===== config.mk =====
export PLATFORM = sky130hd
export DESIGN_NAME = tick_task_timer_bank
export DESIGN_NICKNAME = d
export VERILOG_FILES = /design/src/hw/rtl/tttb_pkg.sv /design/src/hw/rtl/tttb_ram.sv /design/src/hw/rtl/tttb_ctrl.sv /design/src/hw/rtl/tttb_dpath.sv /design/src/hw/rtl/tick_task_timer_bank.sv
export VERILOG_INCLUDE_DIRS = /design/src /design/src/hw/rtl
export SDC_FILE = /design/constraint.sdc
export NUM_CORES = 1
export LEC_CHECK = 0
export CORE_ASPECT_RATIO = 1.1
export CORE_MARGIN = 4
export CORE_UTILIZATION = 50
export DETAILED_ROUTE_END_ITERATION = 10
export DONT_BUFFER_PORTS = 1
export PLACE_DENSITY = 0.73
export SYNTH_ARGS = -nofsm -noshare
export SYNTH_HDL_FRONTEND = slang
export SYNTH_SLANG_ARGS = --single-unit

===== constraint.sdc =====
create_clock -name clk_i -period 8.3 [get_ports clk_i]
set_input_delay 1.66 -clock clk_i [delete_from_list [all_inputs] [get_ports clk_i]]
set_output_delay 1.66 -clock clk_i [all_outputs]
set_load 0.01 [all_outputs]

===== src/hw/rtl/assert_macros.svh =====
// ----------------------------------------------------------------------------
// assert_macros.svh
// shared assertion macros, clocked on clk_i and muted while rst_ni is low
// ----------------------------------------------------------------------------
`ifndef ASSERT_MACROS_SVH
`define ASSERT_MACROS_SVH

// property checked every cycle outside reset
`define ASSERT_ALWAYS(label, prop, msg) \
  label: assert property (@(posedge clk_i) disable iff (!rst_ni) (prop)) \
    else $error(msg);

// same-cycle implication outside reset
`define ASSERT_IMPLIES(label, pre, post, msg) \
  label: assert property (@(posedge clk_i) disable iff (!rst_ni) (pre) |-> (post)) \
    else $error(msg);

`endif


===== src/hw/rtl/tttb_pkg.sv =====
// ----------------------------------------------------------------------------
// tttb_pkg
// types and constants shared by the task timer bank modules
// ----------------------------------------------------------------------------
`timescale 1ns / 1ps

package tttb_pkg;

  localparam int NumSlotsDef  = 8;
  localparam int TickWidthDef = 16;
  localparam int CmdW         = 3;
  localparam int IdxInW       = 3;
  localparam int ModeW        = 3;
  localparam int ReloadInW    = 16;
  localparam int PredW        = 4;
  localparam int FiredW       = 8;
  localparam int StatusW      = 2;

  typedef enum logic [CmdW-1:0] {
    CMD_TICK    = 3'd0,
    CMD_ADD     = 3'd1,
    CMD_START   = 3'd2,
    CMD_RESTART = 3'd3,
    CMD_PRED    = 3'd4
  } cmd_e;

  localparam logic [ModeW-1:0] MODE_CYCLIC     = 3'd0;
  localparam logic [ModeW-1:0] MODE_ONE_TIME   = 3'd1;
  localparam logic [ModeW-1:0] MODE_FOLLOW_CYC = 3'd2;
  localparam logic [ModeW-1:0] MODE_FOLLOW_ONE = 3'd3;
  localparam logic [ModeW-1:0] MODE_TRIGGERED  = 3'd4;

  typedef enum logic [StatusW-1:0] {
    RUN_RUNNING = 2'd0,
    RUN_WAITING = 2'd1,
    RUN_DONE    = 2'd2,
    RUN_EMPTY   = 2'd3
  } run_e;

  typedef enum logic [4:0] {
    ST_IDLE   = 5'b00001,
    ST_READ   = 5'b00010,
    ST_SCAN   = 5'b00100,
    ST_MODIFY = 5'b01000,
    ST_FINISH = 5'b10000
  } ctl_state_e;

  typedef struct packed {
    logic capture;
    logic scan_step;
    logic modify;
    logic load_out;
  } ctl_cmd_t;

  typedef struct packed {
    logic is_tick;
    logic scan_last;
    logic out_free;
  } ctl_stat_t;

endpackage


===== src/hw/rtl/tttb_ram.sv =====
// ----------------------------------------------------------------------------
// tttb_ram
// generic single write port ram with one registered read port
// ----------------------------------------------------------------------------
`timescale 1ns / 1ps

module tttb_ram #(
  parameter int Width = 8,
  parameter int Depth = 8,
  parameter int AddrW = (Depth > 1) ? $clog2(Depth) : 1
) (
  input  logic             clk_i,
  input  logic             we_i,
  input  logic [AddrW-1:0] waddr_i,
  input  logic [Width-1:0] wdata_i,
  input  logic [AddrW-1:0] raddr_i,
  output logic [Width-1:0] rdata_o
);

  logic [Width-1:0] mem_q [Depth];

  always_ff @(posedge clk_i) begin
    if (we_i) begin
      mem_q[waddr_i] <= wdata_i;
    end
    rdata_o <= mem_q[raddr_i];
  end

endmodule


===== src/hw/rtl/tttb_ctrl.sv =====
// ----------------------------------------------------------------------------
// tttb_ctrl
// sequencer: takes a command word, runs the slot scan or the single slot
// update, then hands the result to the output register
// ----------------------------------------------------------------------------
`timescale 1ns / 1ps
`include "assert_macros.svh"

module tttb_ctrl (
  input  logic                clk_i,
  input  logic                rst_ni,
  input  logic                in_valid_i,
  output logic                in_stall_o,
  output tttb_pkg::ctl_cmd_t  cmd_o,
  input  tttb_pkg::ctl_stat_t stat_i
);
  import tttb_pkg::*;

  ctl_state_e state_q, state_d;

  always_comb begin
    state_d = state_q;
    cmd_o   = '0;
    unique case (state_q)
      ST_IDLE: begin
        if (in_valid_i) begin
          cmd_o.capture = 1'b1;
          state_d       = ST_READ;
        end
      end
      ST_READ: begin
        state_d = stat_i.is_tick ? ST_SCAN : ST_MODIFY;
      end
      ST_SCAN: begin
        cmd_o.scan_step = 1'b1;
        if (stat_i.scan_last) begin
          state_d = ST_FINISH;
        end
      end
      ST_MODIFY: begin
        cmd_o.modify = 1'b1;
        state_d      = ST_FINISH;
      end
      ST_FINISH: begin
        if (stat_i.out_free) begin
          cmd_o.load_out = 1'b1;
          state_d        = ST_IDLE;
        end
      end
      default: begin
        state_d = ST_IDLE;
      end
    endcase
  end

  assign in_stall_o = (state_q != ST_IDLE);

  always_ff @(posedge clk_i or negedge rst_ni) begin
    if (!rst_ni) begin
      state_q <= ST_IDLE;
    end else begin
      state_q <= state_d;
    end
  end

  `ASSERT_IMPLIES(a_scan_only_tick, cmd_o.scan_step, stat_i.is_tick, "scan outside tick")
  `ASSERT_IMPLIES(a_modify_not_tick, cmd_o.modify, !stat_i.is_tick, "modify during tick")
  `ASSERT_ALWAYS(a_load_when_free, !cmd_o.load_out || stat_i.out_free, "output overrun")

endmodule


===== src/hw/rtl/tttb_dpath.sv =====
// ----------------------------------------------------------------------------
// tttb_dpath
// slot record ram, run state and used flags, scan counter, fired mask and
// output register
// ----------------------------------------------------------------------------
`timescale 1ns / 1ps
`include "assert_macros.svh"

module tttb_dpath #(
  parameter int NumSlots  = tttb_pkg::NumSlotsDef,
  parameter int TickWidth = tttb_pkg::TickWidthDef
) (
  input  logic                             clk_i,
  input  logic                             rst_ni,
  input  tttb_pkg::ctl_cmd_t               cmd_i,
  output tttb_pkg::ctl_stat_t              stat_o,
  input  logic [tttb_pkg::CmdW-1:0]        command_i,
  input  logic [tttb_pkg::IdxInW-1:0]      slot_index_i,
  input  logic [tttb_pkg::ModeW-1:0]       task_mode_i,
  input  logic [tttb_pkg::ReloadInW-1:0]   reload_ticks_i,
  input  logic [tttb_pkg::IdxInW-1:0]      prior_slot_i,
  input  logic                             prior_enable_i,
  input  logic                             out_stall_i,
  output logic                             out_valid_o,
  output logic [tttb_pkg::FiredW-1:0]      fired_mask_o,
  output logic [tttb_pkg::StatusW-1:0]     slot_status_o
);
  import tttb_pkg::*;

  localparam int IdxW = (NumSlots > 1) ? $clog2(NumSlots) : 1;
  localparam int RecW = ModeW + 2 * TickWidth + PredW;

  // latched command word
  cmd_e                   cmd_q;
  logic [IdxInW-1:0]      idx_q;
  logic [ModeW-1:0]       mode_q;
  logic [TickWidth-1:0]   reload_q;
  logic [IdxInW-1:0]      prior_q;
  logic                   prior_en_q;

  logic [NumSlots-1:0]    used_q, used_d;
  run_e [NumSlots-1:0]    run_q, run_d;
  logic [IdxW-1:0]        scan_q, scan_d;
  logic [FiredW-1:0]      fired_q, fired_d;
  logic                   out_valid_q;

  logic [TickWidth+ReloadInW-1:0] reload_ext;
  logic [IdxW+IdxInW-1:0]         idx_ext;
  logic [IdxW-1:0]                idx_addr;
  logic                           idx_ok;
  logic                           scan_last;

  // ram
  logic                 ram_we;
  logic [IdxW-1:0]      ram_waddr, ram_raddr;
  logic [RecW-1:0]      ram_wdata, ram_rdata;

  logic [ModeW-1:0]     rd_mode;
  logic [TickWidth-1:0] rd_reload, rd_cnt;
  logic [PredW-1:0]     rd_pred;

  // lookups
  logic                 scan_used;
  run_e                 scan_run;
  logic                 sel_used;
  run_e                 sel_run;
  run_e                 sel_status;
  run_e                 pred_status;

  // scan step
  logic                 follow, cyclic, blocked, step, fire;
  logic [TickWidth-1:0] scan_cnt;
  run_e                 scan_run_new;

  // single slot update
  logic                 mod_we;
  logic [RecW-1:0]      mod_rec;
  run_e                 mod_run;

  assign reload_ext = {{TickWidth{1'b0}}, reload_ticks_i};
  assign idx_ext    = {{IdxW{1'b0}}, idx_q};
  assign idx_addr   = idx_ext[IdxW-1:0];
  assign idx_ok     = ({{(32-IdxInW){1'b0}}, idx_q} < 32'(NumSlots));
  assign scan_last  = (scan_q == IdxW'(NumSlots - 1));

  assign rd_pred   = ram_rdata[PredW-1:0];
  assign rd_cnt    = ram_rdata[PredW+TickWidth-1:PredW];
  assign rd_reload = ram_rdata[PredW+2*TickWidth-1:PredW+TickWidth];
  assign rd_mode   = ram_rdata[RecW-1:PredW+2*TickWidth];

  // flag lookups by slot
  always_comb begin
    scan_used   = 1'b0;
    scan_run    = RUN_EMPTY;
    sel_used    = 1'b0;
    sel_run     = RUN_EMPTY;
    pred_status = RUN_EMPTY;
    for (int j = 0; j < NumSlots; j++) begin
      if (scan_q == IdxW'(j)) begin
        scan_used = used_q[j];
        scan_run  = run_q[j];
      end
      if (idx_ext == (IdxW+IdxInW)'(j)) begin
        sel_used = used_q[j];
        sel_run  = run_q[j];
      end
      if ({{IdxW{1'b0}}, rd_pred[IdxInW-1:0]} == (IdxW+IdxInW)'(j)) begin
        pred_status = used_q[j] ? run_q[j] : RUN_EMPTY;
      end
    end
    sel_status = (idx_ok && sel_used) ? sel_run : RUN_EMPTY;
  end

  // one slot of the tick scan
  always_comb begin
    follow  = (rd_mode == MODE_FOLLOW_CYC) || (rd_mode == MODE_FOLLOW_ONE);
    cyclic  = (rd_mode == MODE_CYCLIC) || (rd_mode == MODE_FOLLOW_CYC);
    blocked = follow && rd_pred[PredW-1] && (pred_status != RUN_DONE);
    step    = scan_used && (scan_run == RUN_RUNNING) && !blocked;
    fire    = step && (rd_cnt <= TickWidth'(1));
    if (fire) begin
      scan_cnt = cyclic ? rd_reload : rd_cnt;
      if (cyclic) begin
        scan_run_new = RUN_RUNNING;
      end else if (rd_mode == MODE_TRIGGERED) begin
        scan_run_new = RUN_WAITING;
      end else begin
        scan_run_new = RUN_DONE;
      end
    end else begin
      scan_cnt     = step ? (rd_cnt - TickWidth'(1)) : rd_cnt;
      scan_run_new = scan_run;
    end
  end

  // add, start, restart, define predecessor
  always_comb begin
    mod_we  = 1'b0;
    mod_rec = ram_rdata;
    mod_run = sel_run;
    case (cmd_q)
      CMD_ADD: begin
        mod_we  = idx_ok;
        mod_rec = {mode_q, reload_q, reload_q, {PredW{1'b0}}};
        mod_run = (mode_q == MODE_TRIGGERED) ? RUN_WAITING : RUN_RUNNING;
      end
      CMD_START: begin
        mod_we  = idx_ok && sel_used && (sel_run == RUN_WAITING);
        mod_rec = {rd_mode, rd_reload, rd_reload, rd_pred};
        mod_run = RUN_RUNNING;
      end
      CMD_RESTART: begin
        mod_we  = idx_ok && sel_used &&
                  ((sel_run == RUN_WAITING) || (sel_run == RUN_RUNNING));
        mod_rec = {rd_mode, rd_reload, rd_reload, rd_pred};
        mod_run = RUN_RUNNING;
      end
      CMD_PRED: begin
        mod_we  = idx_ok && sel_used;
        mod_rec = {rd_mode, rd_reload, rd_cnt,
                   prior_en_q ? {1'b1, prior_q} : {PredW{1'b0}}};
      end
      default: begin
        mod_we = 1'b0;
      end
    endcase
  end

  // ram ports
  always_comb begin
    ram_we    = cmd_i.scan_step || (cmd_i.modify && mod_we);
    ram_waddr = cmd_i.scan_step ? scan_q : idx_addr;
    ram_wdata = cmd_i.scan_step ? {rd_mode, rd_reload, scan_cnt, rd_pred} : mod_rec;
    if (cmd_i.scan_step) begin
      ram_raddr = scan_last ? '0 : (scan_q + IdxW'(1));
    end else if (cmd_q == CMD_TICK) begin
      ram_raddr = scan_q;
    end else begin
      ram_raddr = idx_addr;
    end
  end

  tttb_ram #(
    .Width (RecW),
    .Depth (NumSlots),
    .AddrW (IdxW)
  ) u_rec_ram (
    .clk_i   (clk_i),
    .we_i    (ram_we),
    .waddr_i (ram_waddr),
    .wdata_i (ram_wdata),
    .raddr_i (ram_raddr),
    .rdata_o (ram_rdata)
  );

  // flag, counter and fired mask updates
  always_comb begin
    used_d  = used_q;
    run_d   = run_q;
    scan_d  = scan_q;
    fired_d = fired_q;
    if (cmd_i.capture) begin
      scan_d  = '0;
      fired_d = '0;
    end
    if (cmd_i.scan_step) begin
      scan_d = scan_last ? '0 : (scan_q + IdxW'(1));
    end
    for (int j = 0; j < NumSlots; j++) begin
      if (cmd_i.scan_step && (scan_q == IdxW'(j))) begin
        run_d[j] = scan_run_new;
      end
      if (cmd_i.modify && mod_we && (idx_addr == IdxW'(j))) begin
        used_d[j] = 1'b1;
        run_d[j]  = mod_run;
      end
    end
    for (int k = 0; k < FiredW; k++) begin
      if (cmd_i.scan_step && fire &&
          ({{IdxInW{1'b0}}, scan_q} == (IdxW+IdxInW)'(k))) begin
        fired_d[k] = 1'b1;
      end
    end
  end

  always_ff @(posedge clk_i or negedge rst_ni) begin
    if (!rst_ni) begin
      used_q      <= '0;
      run_q       <= {NumSlots{RUN_EMPTY}};
      scan_q      <= '0;
      fired_q     <= '0;
      cmd_q       <= CMD_TICK;
      out_valid_q <= 1'b0;
    end else begin
      used_q  <= used_d;
      run_q   <= run_d;
      scan_q  <= scan_d;
      fired_q <= fired_d;
      if (cmd_i.capture) begin
        cmd_q <= cmd_e'(command_i);
      end
      if (cmd_i.load_out) begin
        out_valid_q <= 1'b1;
      end else if (!out_stall_i) begin
        out_valid_q <= 1'b0;
      end
    end
  end

  always_ff @(posedge clk_i) begin
    if (cmd_i.capture) begin
      idx_q      <= slot_index_i;
      mode_q     <= task_mode_i;
      reload_q   <= reload_ext[TickWidth-1:0];
      prior_q    <= prior_slot_i;
      prior_en_q <= prior_enable_i;
    end
    if (cmd_i.load_out) begin
      fired_mask_o  <= fired_q;
      slot_status_o <= sel_status;
    end
  end

  assign out_valid_o      = out_valid_q;
  assign stat_o.is_tick   = (cmd_q == CMD_TICK);
  assign stat_o.scan_last = scan_last;
  assign stat_o.out_free  = !out_valid_q || !out_stall_i;

  `ASSERT_IMPLIES(a_fired_only_tick, cmd_q != CMD_TICK, fired_q == '0, "fired bits on non-tick")

endmodule


===== src/hw/rtl/tick_task_timer_bank.sv =====
// ----------------------------------------------------------------------------
// tick_task_timer_bank
// a tick word visits the record ram one slot per cycle, in slot order; other
// commands read and update the single slot that slot_index_i names. a new
// command is taken only after the result is loaded into the output register.
// reset is asynchronous, active low: all slots empty, no result pending.
// ----------------------------------------------------------------------------
`timescale 1ns / 1ps

module tick_task_timer_bank #(
  parameter int NumSlots  = tttb_pkg::NumSlotsDef,
  parameter int TickWidth = tttb_pkg::TickWidthDef
) (
  input  logic                           clk_i,
  input  logic                           rst_ni,
  input  logic                           in_valid_i,
  output logic                           in_stall_o,
  input  logic [tttb_pkg::CmdW-1:0]      command_i,
  input  logic [tttb_pkg::IdxInW-1:0]    slot_index_i,
  input  logic [tttb_pkg::ModeW-1:0]     task_mode_i,
  input  logic [tttb_pkg::ReloadInW-1:0] reload_ticks_i,
  input  logic [tttb_pkg::IdxInW-1:0]    prior_slot_i,
  input  logic                           prior_enable_i,
  output logic                           out_valid_o,
  input  logic                           out_stall_i,
  output logic [tttb_pkg::FiredW-1:0]    fired_mask_o,
  output logic [tttb_pkg::StatusW-1:0]   slot_status_o
);
  import tttb_pkg::*;

  ctl_cmd_t  ctl_cmd;
  ctl_stat_t ctl_stat;

  tttb_ctrl u_ctrl (
    .clk_i      (clk_i),
    .rst_ni     (rst_ni),
    .in_valid_i (in_valid_i),
    .in_stall_o (in_stall_o),
    .cmd_o      (ctl_cmd),
    .stat_i     (ctl_stat)
  );

  tttb_dpath #(
    .NumSlots  (NumSlots),
    .TickWidth (TickWidth)
  ) u_dpath (
    .clk_i          (clk_i),
    .rst_ni         (rst_ni),
    .cmd_i          (ctl_cmd),
    .stat_o         (ctl_stat),
    .command_i      (command_i),
    .slot_index_i   (slot_index_i),
    .task_mode_i    (task_mode_i),
    .reload_ticks_i (reload_ticks_i),
    .prior_slot_i   (prior_slot_i),
    .prior_enable_i (prior_enable_i),
    .out_stall_i    (out_stall_i),
    .out_valid_o    (out_valid_o),
    .fired_mask_o   (fired_mask_o),
    .slot_status_o  (slot_status_o)
  );

endmodule

-- After elaboration in Yosys (flattened, before gate mapping)
Memories as Yosys holds them, arrays and structs flattened. A register that Yosys moved wholly into a read port is not among the register bits.
Cells that the tools add are included.
- order comparisons: 1
- reductions and logical operators: 68
- mux-type cells: 106
- equality and inequality tests: 41
- add/subtract/negate cells: 2
- operator list (cell ; count):
    39-bit one-hot mux with 3 select lines ; 1
    2-bit 2-to-1 mux ; 51
    16-bit 2-to-1 mux ; 3
    3-bit == test (second input constant) ; 15
    39-bit 2-to-1 mux ; 1
    1-bit 2-to-1 mux ; 35
    2-bit nonzero test ; 17
    1-bit logical AND ; 33
    3-bit by 2-bit == test with 1-bit output (second input constant) ; 10
    5-bit one-hot mux with 5 select lines ; 1
    3-bit 2-to-1 mux ; 6
    16-bit by 1-bit <= comparator with 1-bit output (second input constant) ; 1
    16-bit by 1-bit subtractor with 16-bit output (second input constant) ; 1
    3-bit zero test ; 5
    5-bit 2-to-1 mux ; 3
    3-bit by 1-bit == test with 1-bit output (second input constant) ; 4
    4-bit 2-to-1 mux ; 2
    8-bit 2-to-1 mux ; 1
    6-bit zero test ; 1
    2-bit != test (second input constant) ; 3
    5-bit by 1-bit == test with 1-bit output (second input constant) ; 1
    5-bit by 2-bit == test with 1-bit output (second input constant) ; 1
    5-bit by 3-bit == test with 1-bit output (second input constant) ; 1
    5-bit by 4-bit == test with 1-bit output (second input constant) ; 1
    12 further kinds ; 20
- register bits after elaboration: 80
- memories kept: 1
- RAM bits: 312
- bits of input ports: 33
- word-level logic and storage cells: 254
- memory list (memory ; depth ; width ; read ports ; clocked after Yosys merged registers in ; wr ports ; line ; source):
    u_dpath.u_rec_ram.mem_q ; 8 ; 39 ; 1 ; 1 ; 1 ; tttb_ram.sv:20 ; logic [Width-1:0] mem_q [Depth];

-- Logic depth before layout (Yosys ltp)
Gate-level depths: netlist of the first run.
- depth after elaboration: 17
- gate-level depth with buffers: 12
- mapped depth without buffers: 10

-- By module
Synthesis of the first run repeated with hierarchy kept, for this count alone.
- cells, all modules: 1119
- area, all modules: 18390.1 µm²
- modules (own cells, without submodules) (module ; times used ; area an instance (µm²) ; cells an instance):
    tttb_ram ; 1 ; 12629.6 ; 503
    tttb_dpath ; 1 ; 5439.0 ; 582
    tttb_ctrl ; 1 ; 321.6 ; 34

-- Worst setup path before layout of the first run
Ideal clock, no wire load.
- path type: reg2reg
- start point: register u_dpath.idx_q[1] (netlist: u_dpath.idx_addr[1])
- end point: memory u_dpath.u_rec_ram.mem_q[1][0] in the netlist's numbering (enable)
- arrival: 3651 ps
- setup time: 435 ps
- setup slack: 4214 ps
- period minus slack after synthesis: 4086 ps
- stages on the path, launching flop included: 10
- cell sequence: edfxtp_1 > clkbuf_1 > clkbuf_1 > mux4_2 > mux2i_1 > nand2_1 > nor3_1 > o21ai_1 > nor2b_1 > nor2_1
- longest elaborated chain between the ends: 17
- elaborated cells on any way between the ends: 35
- classes of those cells: 8 x eq/ne; 20 x mux; 7 x reduce/logical
- ends and longest elaborated chain (item ; line ; source):
    start, declared ; tttb_dpath.sv:35 ; logic [IdxInW-1:0] idx_q;
    start signal, assigned ; tttb_dpath.sv:252 ; idx_q <= slot_index_i;
    6-bit zero test ; tttb_dpath.sv:103 ; if (idx_ext == (IdxW+IdxInW)'(j)) begin
    2-bit 2-to-1 mux (8 in a row) ; tttb_dpath.sv:103 ;
    2-bit by 1-bit == test with 1-bit output or 2-bit zero test (tied branches) ; tttb_dpath.sv:148, tttb_dpath.sv:154 ;
    1-bit logical OR ; tttb_dpath.sv:154 ; ((sel_run == RUN_WAITING) || (sel_run == RUN_RUNNING));
    1-bit logical AND ; tttb_dpath.sv:153 ; mod_we = idx_ok && sel_used &&
    1-bit one-hot mux with 4 select lines ; tttb_dpath.sv:141 ; case (cmd_q)
    1-bit logical AND ; tttb_dpath.sv:171 ; ram_we = cmd_i.scan_step || (cmd_i.modify && mod_we);
    1-bit logical OR ; tttb_dpath.sv:171 ;
    1-bit 2-to-1 mux ; tttb_ram.sv:23 ; if (we_i) begin
    1-bit 2-to-1 mux (not written as such) ; tttb_ram.sv:24 ; mem_q[waddr_i] <= wdata_i;
    end, declared ; tttb_ram.sv:20 ;
Several ways; a longest one is shown, not always the timed one.

-- Final worst setup path of the first run
- start point: register u_dpath.scan_q[2]
- end point: memory u_dpath.u_rec_ram.mem_q[1][16] in the netlist's numbering (data pin)
- longest elaborated chain between the ends: 15
- elaborated cells on any way between the ends: 31
- classes of those cells: 7 x eq/ne; 19 x mux; 5 x reduce/logical
- ends and longest elaborated chain (item ; line ; source):
    start, declared ; tttb_dpath.sv:43 ; logic [IdxW-1:0] scan_q, scan_d;
    start signal, assigned ; tttb_dpath.sv:237 ; scan_q <= scan_d;
    3-bit zero test ; tttb_dpath.sv:99 ; if (scan_q == IdxW'(j)) begin
    2-bit 2-to-1 mux (8 in a row) ; tttb_dpath.sv:99 ;
    2-bit zero test ; tttb_dpath.sv:119 ; step = scan_used && (scan_run == RUN_RUNNING) && !blocked;
    1-bit logical AND (*) (2 in a row) ; tttb_dpath.sv:119 ;
    16-bit 2-to-1 mux or 1-bit logical AND (tied branches) ; tttb_dpath.sv:131, tttb_dpath.sv:120 ;
    16-bit 2-to-1 mux (*) ; tttb_dpath.sv:121 ; if (fire) begin
    39-bit 2-to-1 mux (*) ; tttb_dpath.sv:173 ; ram_wdata = cmd_i.scan_step ? {rd_mode, rd_reload, scan_cnt, rd_pred} : mod_rec;
    net u_dpath.ram_wdata[16] ; tttb_dpath.sv:56 ; logic [RecW-1:0] ram_wdata, ram_rdata;
Mark *: on every way through the listed nets, which the timed path passes. The rest lies on a longest branch.

==> run metrics, run 1 <==
status=finished clean; gr ovfl total=0; # diodes=0; largest net degree at the start of global routing=82; Routed Antenna Nets=0; R2R depth=11; xor and xnor fraction of the mapped netlist area=0.000950; worst vdd ir=0.191 mV; clock sinks=431; share of cells above drive strength 1=0.0821; Routed WL per cell=21.0 µm; DPL Wire Length=25000 µm; Max-cap violations=0; Hold Crit Endpoint=u_dpath.fired_mask_o[5]; Cell Area, Synth=18400 µm²; worst min-delay path category=flop to flop; Area contributors post-synth=edfxtp_1 57%, nand2_1 9.6%, nand3_1 5.8%; row cnt=73; most frequent cell after synthesis=nand2_1; Fmax=217 MHz; mux contribution to synthesized area=0.0217; clock buffer depth=3; Slew Viols, Final=0; top cells by count, synth=469 x nand2_1, 348 x edfxtp_1, 214 x nand3_1, 87 x o21ai_0, 72 x clkbuf_1; Critical Path Sink Type=flop; Die Ht=209 µm; Synth Instances=1641; worst slack, placed=3830 ps; Hold Fails Final Rpt=0; Synth Area in Compound Gates=0.0764; R2R Path Start=u_dpath.scan_q[2]; r2r setup slk=3690 ps; CP max FO=21; number of post-CTS setup repair buffers=0; CP required=8530 ps; Total Nets Final=1651; CTS-repair resized insts=0; flop and latch count out of synthesis=431; Detailed Routing Iterations Pass 1=7; first-pass GRT wire length=69400 µm; Post-synth EDFFs=348; Netlist cell types=76; Main synth FF type=edfxtp_1; WP data arrival=4840 ps; total global-route track usage=0.222; hold path start=u_dpath.fired_q[5]; synthesis-to-layout area growth=9.90%; WS Path Type=flop to flop; Least-Margin Pin Slew=1020 ps; Syn Area/Cell=11.2 µm²; PortBufs=0; vias in the first global route=12200; Yosys top cell area share=0.567; die width=191 µm; clk slew on worst S/H paths=60 ps; asr flop ratio synth=0.102; initial antenna violation count=0; CTS tree=done; worst r2r dst=u_dpath.u_rec_ram.mem_q[1][16]; Setup TNS=0 ps; Root Buffer=clkbuf_16; Hold-fix buffers, CTS=0; Seq/Total Area, Yosys=0.670; worst setup margin=3690 ps; via count=12700; adder and majority cell fraction of the synthesized area=0.00543; RSZ-0062 raised after global routing=false; gpl congestion=0.940; worst rel slew slack=0.321; Yosys top cell by area=edfxtp_1; Synth Warn #=0; Worst Hold Depth=0; Post-Synth Simple-Gate Area=0.199; leak pwr=7.32 nW; H-tree Lvls=2; DRC=0; Tmin final=4610 ps; pwr dens=372 nW/µm²; number of DRC markers in iteration 0=1296; Synth Net Count=1682; main combinational cell family by area after synthesis=simple AND/OR/NAND/NOR gates; Skew-Pair Late Insertion Delay=580 ps; layout filler cell count=3055; Core Region=36300 µm²; DIE AREA=40000 µm²; fin crit share=0.555; cts bufs inserted=45; Final setup viols=0; num ports=45; Vias per Instance=5.98; Initial Util=0.508; Critical Path Source Type=flop; Final Routed Wirelength=44700 µm; Fin Clk Skew=27.3 ps
## cell usage in the layout, fill, tap and decap left out, types with 5 or more instances in the layout
master       n
clkbuf_16   45
a22oi_1      5
a221o_1      5
dfstp_2     17
edfxtp_1   348
buf_4       21
nand3_1    214
mux2_2       8
a21oi_1     30
a22o_1      10
clkbuf_1    17
dfrtp_1     27
or2_2        5
o21ai_0     86
nor2_1      49
inv_1       18
nor3_1      17
nand2b_1     8
nor2b_1     10
clkinv_1     7
a31oi_1     16
o22ai_1      8
nor4_1       5
o31ai_1      5
and3_1       6
dfxtp_1     39
nor2_4       9
mux2i_1     22
a222oi_1     9
ha_1         8
nand3b_1     7
nand2_1    469
## layout make-up
cell class,count,area (µm²),share of cell area
clock inverters,17,129,0.00636
repair buffers,21,158,0.00778
inverters,18,67.6,0.00334
clock buffers,65,1230,0.0608
well taps,487,609,0.0301
multi-input cells,1093,5710,0.282
flip-flops and latches,431,12400,0.610
## flip-flops by register name, summed over array words and instances (netlist names)
signal	flops
u_dpath.idx_addr	3
u_dpath.u_rec_ram.mem_q	312
u_dpath.cmd_q	3
u_dpath.prior_en_q	1
u_dpath.scan_q	3
u_dpath.used_q	8
u_dpath.run_q	16
u_dpath.out_valid_o	1
u_dpath.fired_mask_o	8
u_dpath.fired_q	8
u_dpath.u_rec_ram.rdata_o	39
u_ctrl.state_q	5
u_dpath.slot_status_o	2
u_dpath.mode_q	3
u_dpath.prior_q	3
u_dpath.reload_q	16
## how the worst max path moves through the flow
stage	from	end	slack, ps
2_1_floorplan	u_dpath.idx_addr[1]	u_dpath.u_rec_ram.mem_q[1][0]	4210
3_3_place_gp	u_dpath.scan_q[2]	u_dpath.u_rec_ram.mem_q[2][16]	3840
3_5_place_dp	u_dpath.scan_q[2]	u_dpath.u_rec_ram.mem_q[5][16]	3830
4_1_cts	u_dpath.scan_q[2]	u_dpath.u_rec_ram.mem_q[1][16]	3770
5_1_grt	u_dpath.scan_q[2]	u_dpath.u_rec_ram.mem_q[1][16]	3350
6_report	u_dpath.scan_q[2]	u_dpath.u_rec_ram.mem_q[1][16]	3690
## per-stage QoR
step / instances / hold WS, ps / utilization / area, µm² / power, W
after CTS: 2132 / 446 / 0.559 / 20300 / 0.00755
after floorplan: 1641 / 425 / - / 18400 / 0.00494
after detailed placement: 2050 / 432 / 0.521 / 18900 / 0.00569
final: 2132 / 443 / 0.559 / 20300 / 0.00754
after global routing: 2132 / 459 / 0.559 / 20300 / 0.00798
after global placement: 2050 / 432 / 0.521 / 18900 / 0.00563
## routing by layer
metal | part of all wire | GRT usage | up-vias | routed length (µm)
met2 | 0.47 | 0.354 | 565 | 21200
li1 | - | - | 5868 | -
met5 | 0 | 0 | - | 0
met3 | 0.076 | 0.0424 | 124 | 3420
met1 | 0.41 | 0.300 | 6187 | 18400
met4 | 0.037 | 0.0946 | 0 | 1670
## critical path: stages, from the launching register on
cell	delay, ps
dfrtp_1	750
inv_1	310
ha_1	410
nor4b_1	320
a221oi_1	110
a21oi_1	200
o22ai_1	330
nor4b_4	500
buf_4	310
a21oi_1	110
a41o_1	210
o21ai_0	710
## cell families (layout without fill, tap and decap cells)
kind of cell             count (synthesis)  in the layout
flip-flops                             431            431
XOR/XNOR                                 2              2
AO/OA/AOI/OAI                          218            218
adder cells (fa/ha/maj)                  8              8
buffers and inverters                  117            121
AND/OR/NAND/NOR                        831            831
multiplexers                            34             34
## where the power goes
group	total (W)	switching (W)	internal (W)
registers	0.00326	0.000299	0.00296
clock network	0.00186	0.000817	0.00104
logic	0.00243	0.00171	0.000714
total	0.00754	0.00283	0.00471
Note: power is estimated with default switching activity, not from simulation.
==> run 2, diff against run 1 <==
--- a/config.mk
+++ b/config.mk
@@ -11,7 +11,7 @@
 export CORE_UTILIZATION = 50
 export DETAILED_ROUTE_END_ITERATION = 10
 export DONT_BUFFER_PORTS = 1
-export PLACE_DENSITY = 0.73
+export PLACE_DENSITY = 0.76
 export SYNTH_ARGS = -nofsm -noshare
 export SYNTH_HDL_FRONTEND = slang
 export SYNTH_SLANG_ARGS = --single-unit
==> constraint.sdc (replaced) <==
create_clock -name clk_i -period 4 [get_ports clk_i]
set_input_delay 0.8 -clock clk_i [delete_from_list [all_inputs] [get_ports clk_i]]
set_output_delay 0.8 -clock clk_i [all_outputs]
set_load 0.01 [all_outputs]
==> run metrics, run 2 (same netlist as run 1, synthesis figures left out) <==
WP data arrival=4080 ps (was 4840 ps); Skew-Pair Late Insertion Delay=580 ps (about the same); Max-cap violations=0 (unchanged); Post-Layout Cell Count=2166 (was 2132); Die Ht=209 µm (unchanged); worst rel slew slack=0.194 (was 0.321); number of post-CTS setup repair buffers=0 (unchanged); CTS tree=done (unchanged); worst slack, placed=335 ps (was 3830 ps); H-tree Lvls=2 (unchanged); commonest cells after routing, fill and taps aside=469 x nand2_1, 348 x edfxtp_1, 214 x nand3_1, 86 x o21ai_0, 49 x nor2_1 (unchanged); Largest stage delay, worst path=520 ps (was 750 ps); Vias per Instance=5.94 (was 5.98); gpl congestion=0.933 (was 0.940); DPL Wire Length=28800 µm (was 25000 µm); initial antenna violation count=0 (unchanged); WS Path Type=flop to flop (unchanged); CP max FO=11 (was 21); CP Cell Sequence=ha_1, ha_1, or4b_1, o2111ai_1, o221ai_1, nor3b_2, nand2_1, o31a_1, o21ai_1 (was inv_1, ha_1, nor4b_1, a221oi_1, a21oi_1, o22ai_1, nor4b_4, buf_4, a21oi_1, a41o_1, o21ai_0); number of DRC markers in iteration 0=1361 (was 1296); Initial Util=0.508 (unchanged); leak pwr=7.59 nW (was 7.32 nW); row cnt=73 (unchanged); area of the multi-input gates=5710 µm² (about the same); gr ovfl total=0 (unchanged); vias in the first global route=12500 (was 12200); register area=12400 µm² (unchanged); clock sinks=431 (unchanged); most common cell after layout, fill and taps aside=nand2_1 (unchanged); # diodes=0 (unchanged); PortBufs=0 (unchanged); most frequent cell on the critical path=ha_1 (was a21oi_1); synthesis-to-layout area growth=12.9% (was 9.90%); Detailed Routing Iterations Pass 1=6 (was 7); cts bufs inserted=44 (was 45); CP required=4310 ps (was 8530 ps); Final setup viols=0 (unchanged); Tmin final=3770 ps (was 4610 ps); DRC=0 (unchanged); Core Region=36300 µm² (unchanged); clk slew on worst S/H paths=70 ps (was 60 ps); DIE AREA=40000 µm² (unchanged); Critical Path Sink Type=flop (unchanged); crit path from=u_dpath.scan_q[0] (was u_dpath.scan_q[2]); total global-route track usage=0.229 (was 0.222); Top Registers=u_dpath.u_rec_ram.mem_q x312, u_dpath.u_rec_ram.rdata_o x39 (unchanged); first-pass GRT wire length=71400 µm (was 69400 µm); Util after Layout=0.574 (was 0.559); Fmax=265 MHz (was 217 MHz); layout filler cell count=2903 (was 3055); Total Nets Final=1686 (was 1651); Fin Hold WS=51.0 ps (was 443 ps); largest net degree at the start of global routing=72 (was 82); fin crit share=0.942 (was 0.555); worst vdd ir=0.521 mV (was 0.191 mV); pwr dens=776 nW/µm² (was 372 nW/µm²); Worst path slowest cell=or4b_1 (was dfrtp_1); Least-Margin Pin Slew=1200 ps (was 1020 ps); Buf/Inv on CP=0 (was 2); Final Routed Wirelength=45800 µm (was 44700 µm); status=finished clean (unchanged); R2R Path Start=u_dpath.scan_q[0] (was u_dpath.scan_q[2]); Routed Antenna Nets=0 (unchanged); Routed WL per cell=21.2 µm (was 21.0 µm); die width=191 µm (unchanged); Biggest register=u_dpath.u_rec_ram.mem_q (unchanged); family with the most delay on the worst path=simple AND/OR/NAND/NOR gates (was compound AO/OA/AOI/OAI gates); via count=12900 (was 12700); Slew Viols, Final=0 (unchanged); RSZ-0062 raised after global routing=false (unchanged); Fin Clk Skew=25.5 ps (was 27.3 ps); num ports=45 (unchanged); Hold Fails Final Rpt=0 (unchanged); share of cells above drive strength 1=0.108 (was 0.0821); max FFs per register=312 (unchanged); Inst Count DP=2085 (was 2050); worst min-delay path category=input pin to asynchronous set/reset pin (was flop to flop); Setup TNS=0 ps (unchanged); clock buffer depth=3 (unchanged); Root Buffer=clkbuf_16 (unchanged); Critical Path Source Type=flop (unchanged); worst setup margin=231 ps (was 3690 ps)
==> run 2: cell type report <==
class / count / share of cell area
repair buffers: 57 / 0.0308
flip-flops and latches: 431 / 0.594
clock inverters: 21 / 0.0104
well taps: 487 / 0.0293
multi-input cells: 1093 / 0.275
inverters: 18 / 0.00325
clock buffers: 59 / 0.0580
==> run 2: routing by layer <==
| metal | GRT usage | up-vias | part of all wire |
|---|---|---|---|
| met5 | 0 | - | 0 |
| met4 | 0.0780 | 0 | 0.029 |
| met3 | 0.0371 | 99 | 0.074 |
| met2 | 0.382 | 550 | 0.49 |
| met1 | 0.307 | 6277 | 0.41 |
| li1 | - | 5933 | - |
==> run 2: timing repair <==
item,in CTS,in global routing
endpoints found under the hold margin,27,0
hold buffers,1,0
setup endpoints to repair,0,8
resized for setup,0,2
==> run 2: where the power goes <==
group | switching [W] | leakage (nW) | internal, W
Combinational | 0.00371 | 2.87 | 0.00174
Clock | 0.00171 | 0.693 | 0.00228
Sequential | 0.000570 | 4.03 | 0.00614
Total | 0.00598 | 7.59 | 0.0102
==> run 2: final timing paths <==
check,slack [ps],to,depth (start not counted)
worst max-delay path,230,u_dpath.u_rec_ram.mem_q[2][4],9
worst min-delay path,50,u_dpath.used_q[6],1
worst max register to register,230,u_dpath.u_rec_ram.mem_q[2][4],9
worst min register to register,450,u_dpath.fired_mask_o[1],0
max in group asynchronous,3760,u_dpath.fired_q[2],1
min in group clk_i,310,u_dpath.reload_q[3],0
==> run 2: through the flow <==
step           cell area [µm²]  power [W]
2_1_floorplan            18400     0.0102
3_3_place_gp             19400     0.0120
3_5_place_dp             19400     0.0122
4_1_cts                  20800     0.0162
5_1_grt                  20800     0.0171
6_report                 20800     0.0161
==> run 2: worst reg2reg max path, stage by stage (launching register included) <==
cell and delay [ps]:
dfrtp_1 480, ha_1 270, ha_1 320, or4b_1 520, o2111ai_1 130, o221ai_1 250, nor3b_2 480, nand2_1 300
o31a_1 340, o21ai_1 410
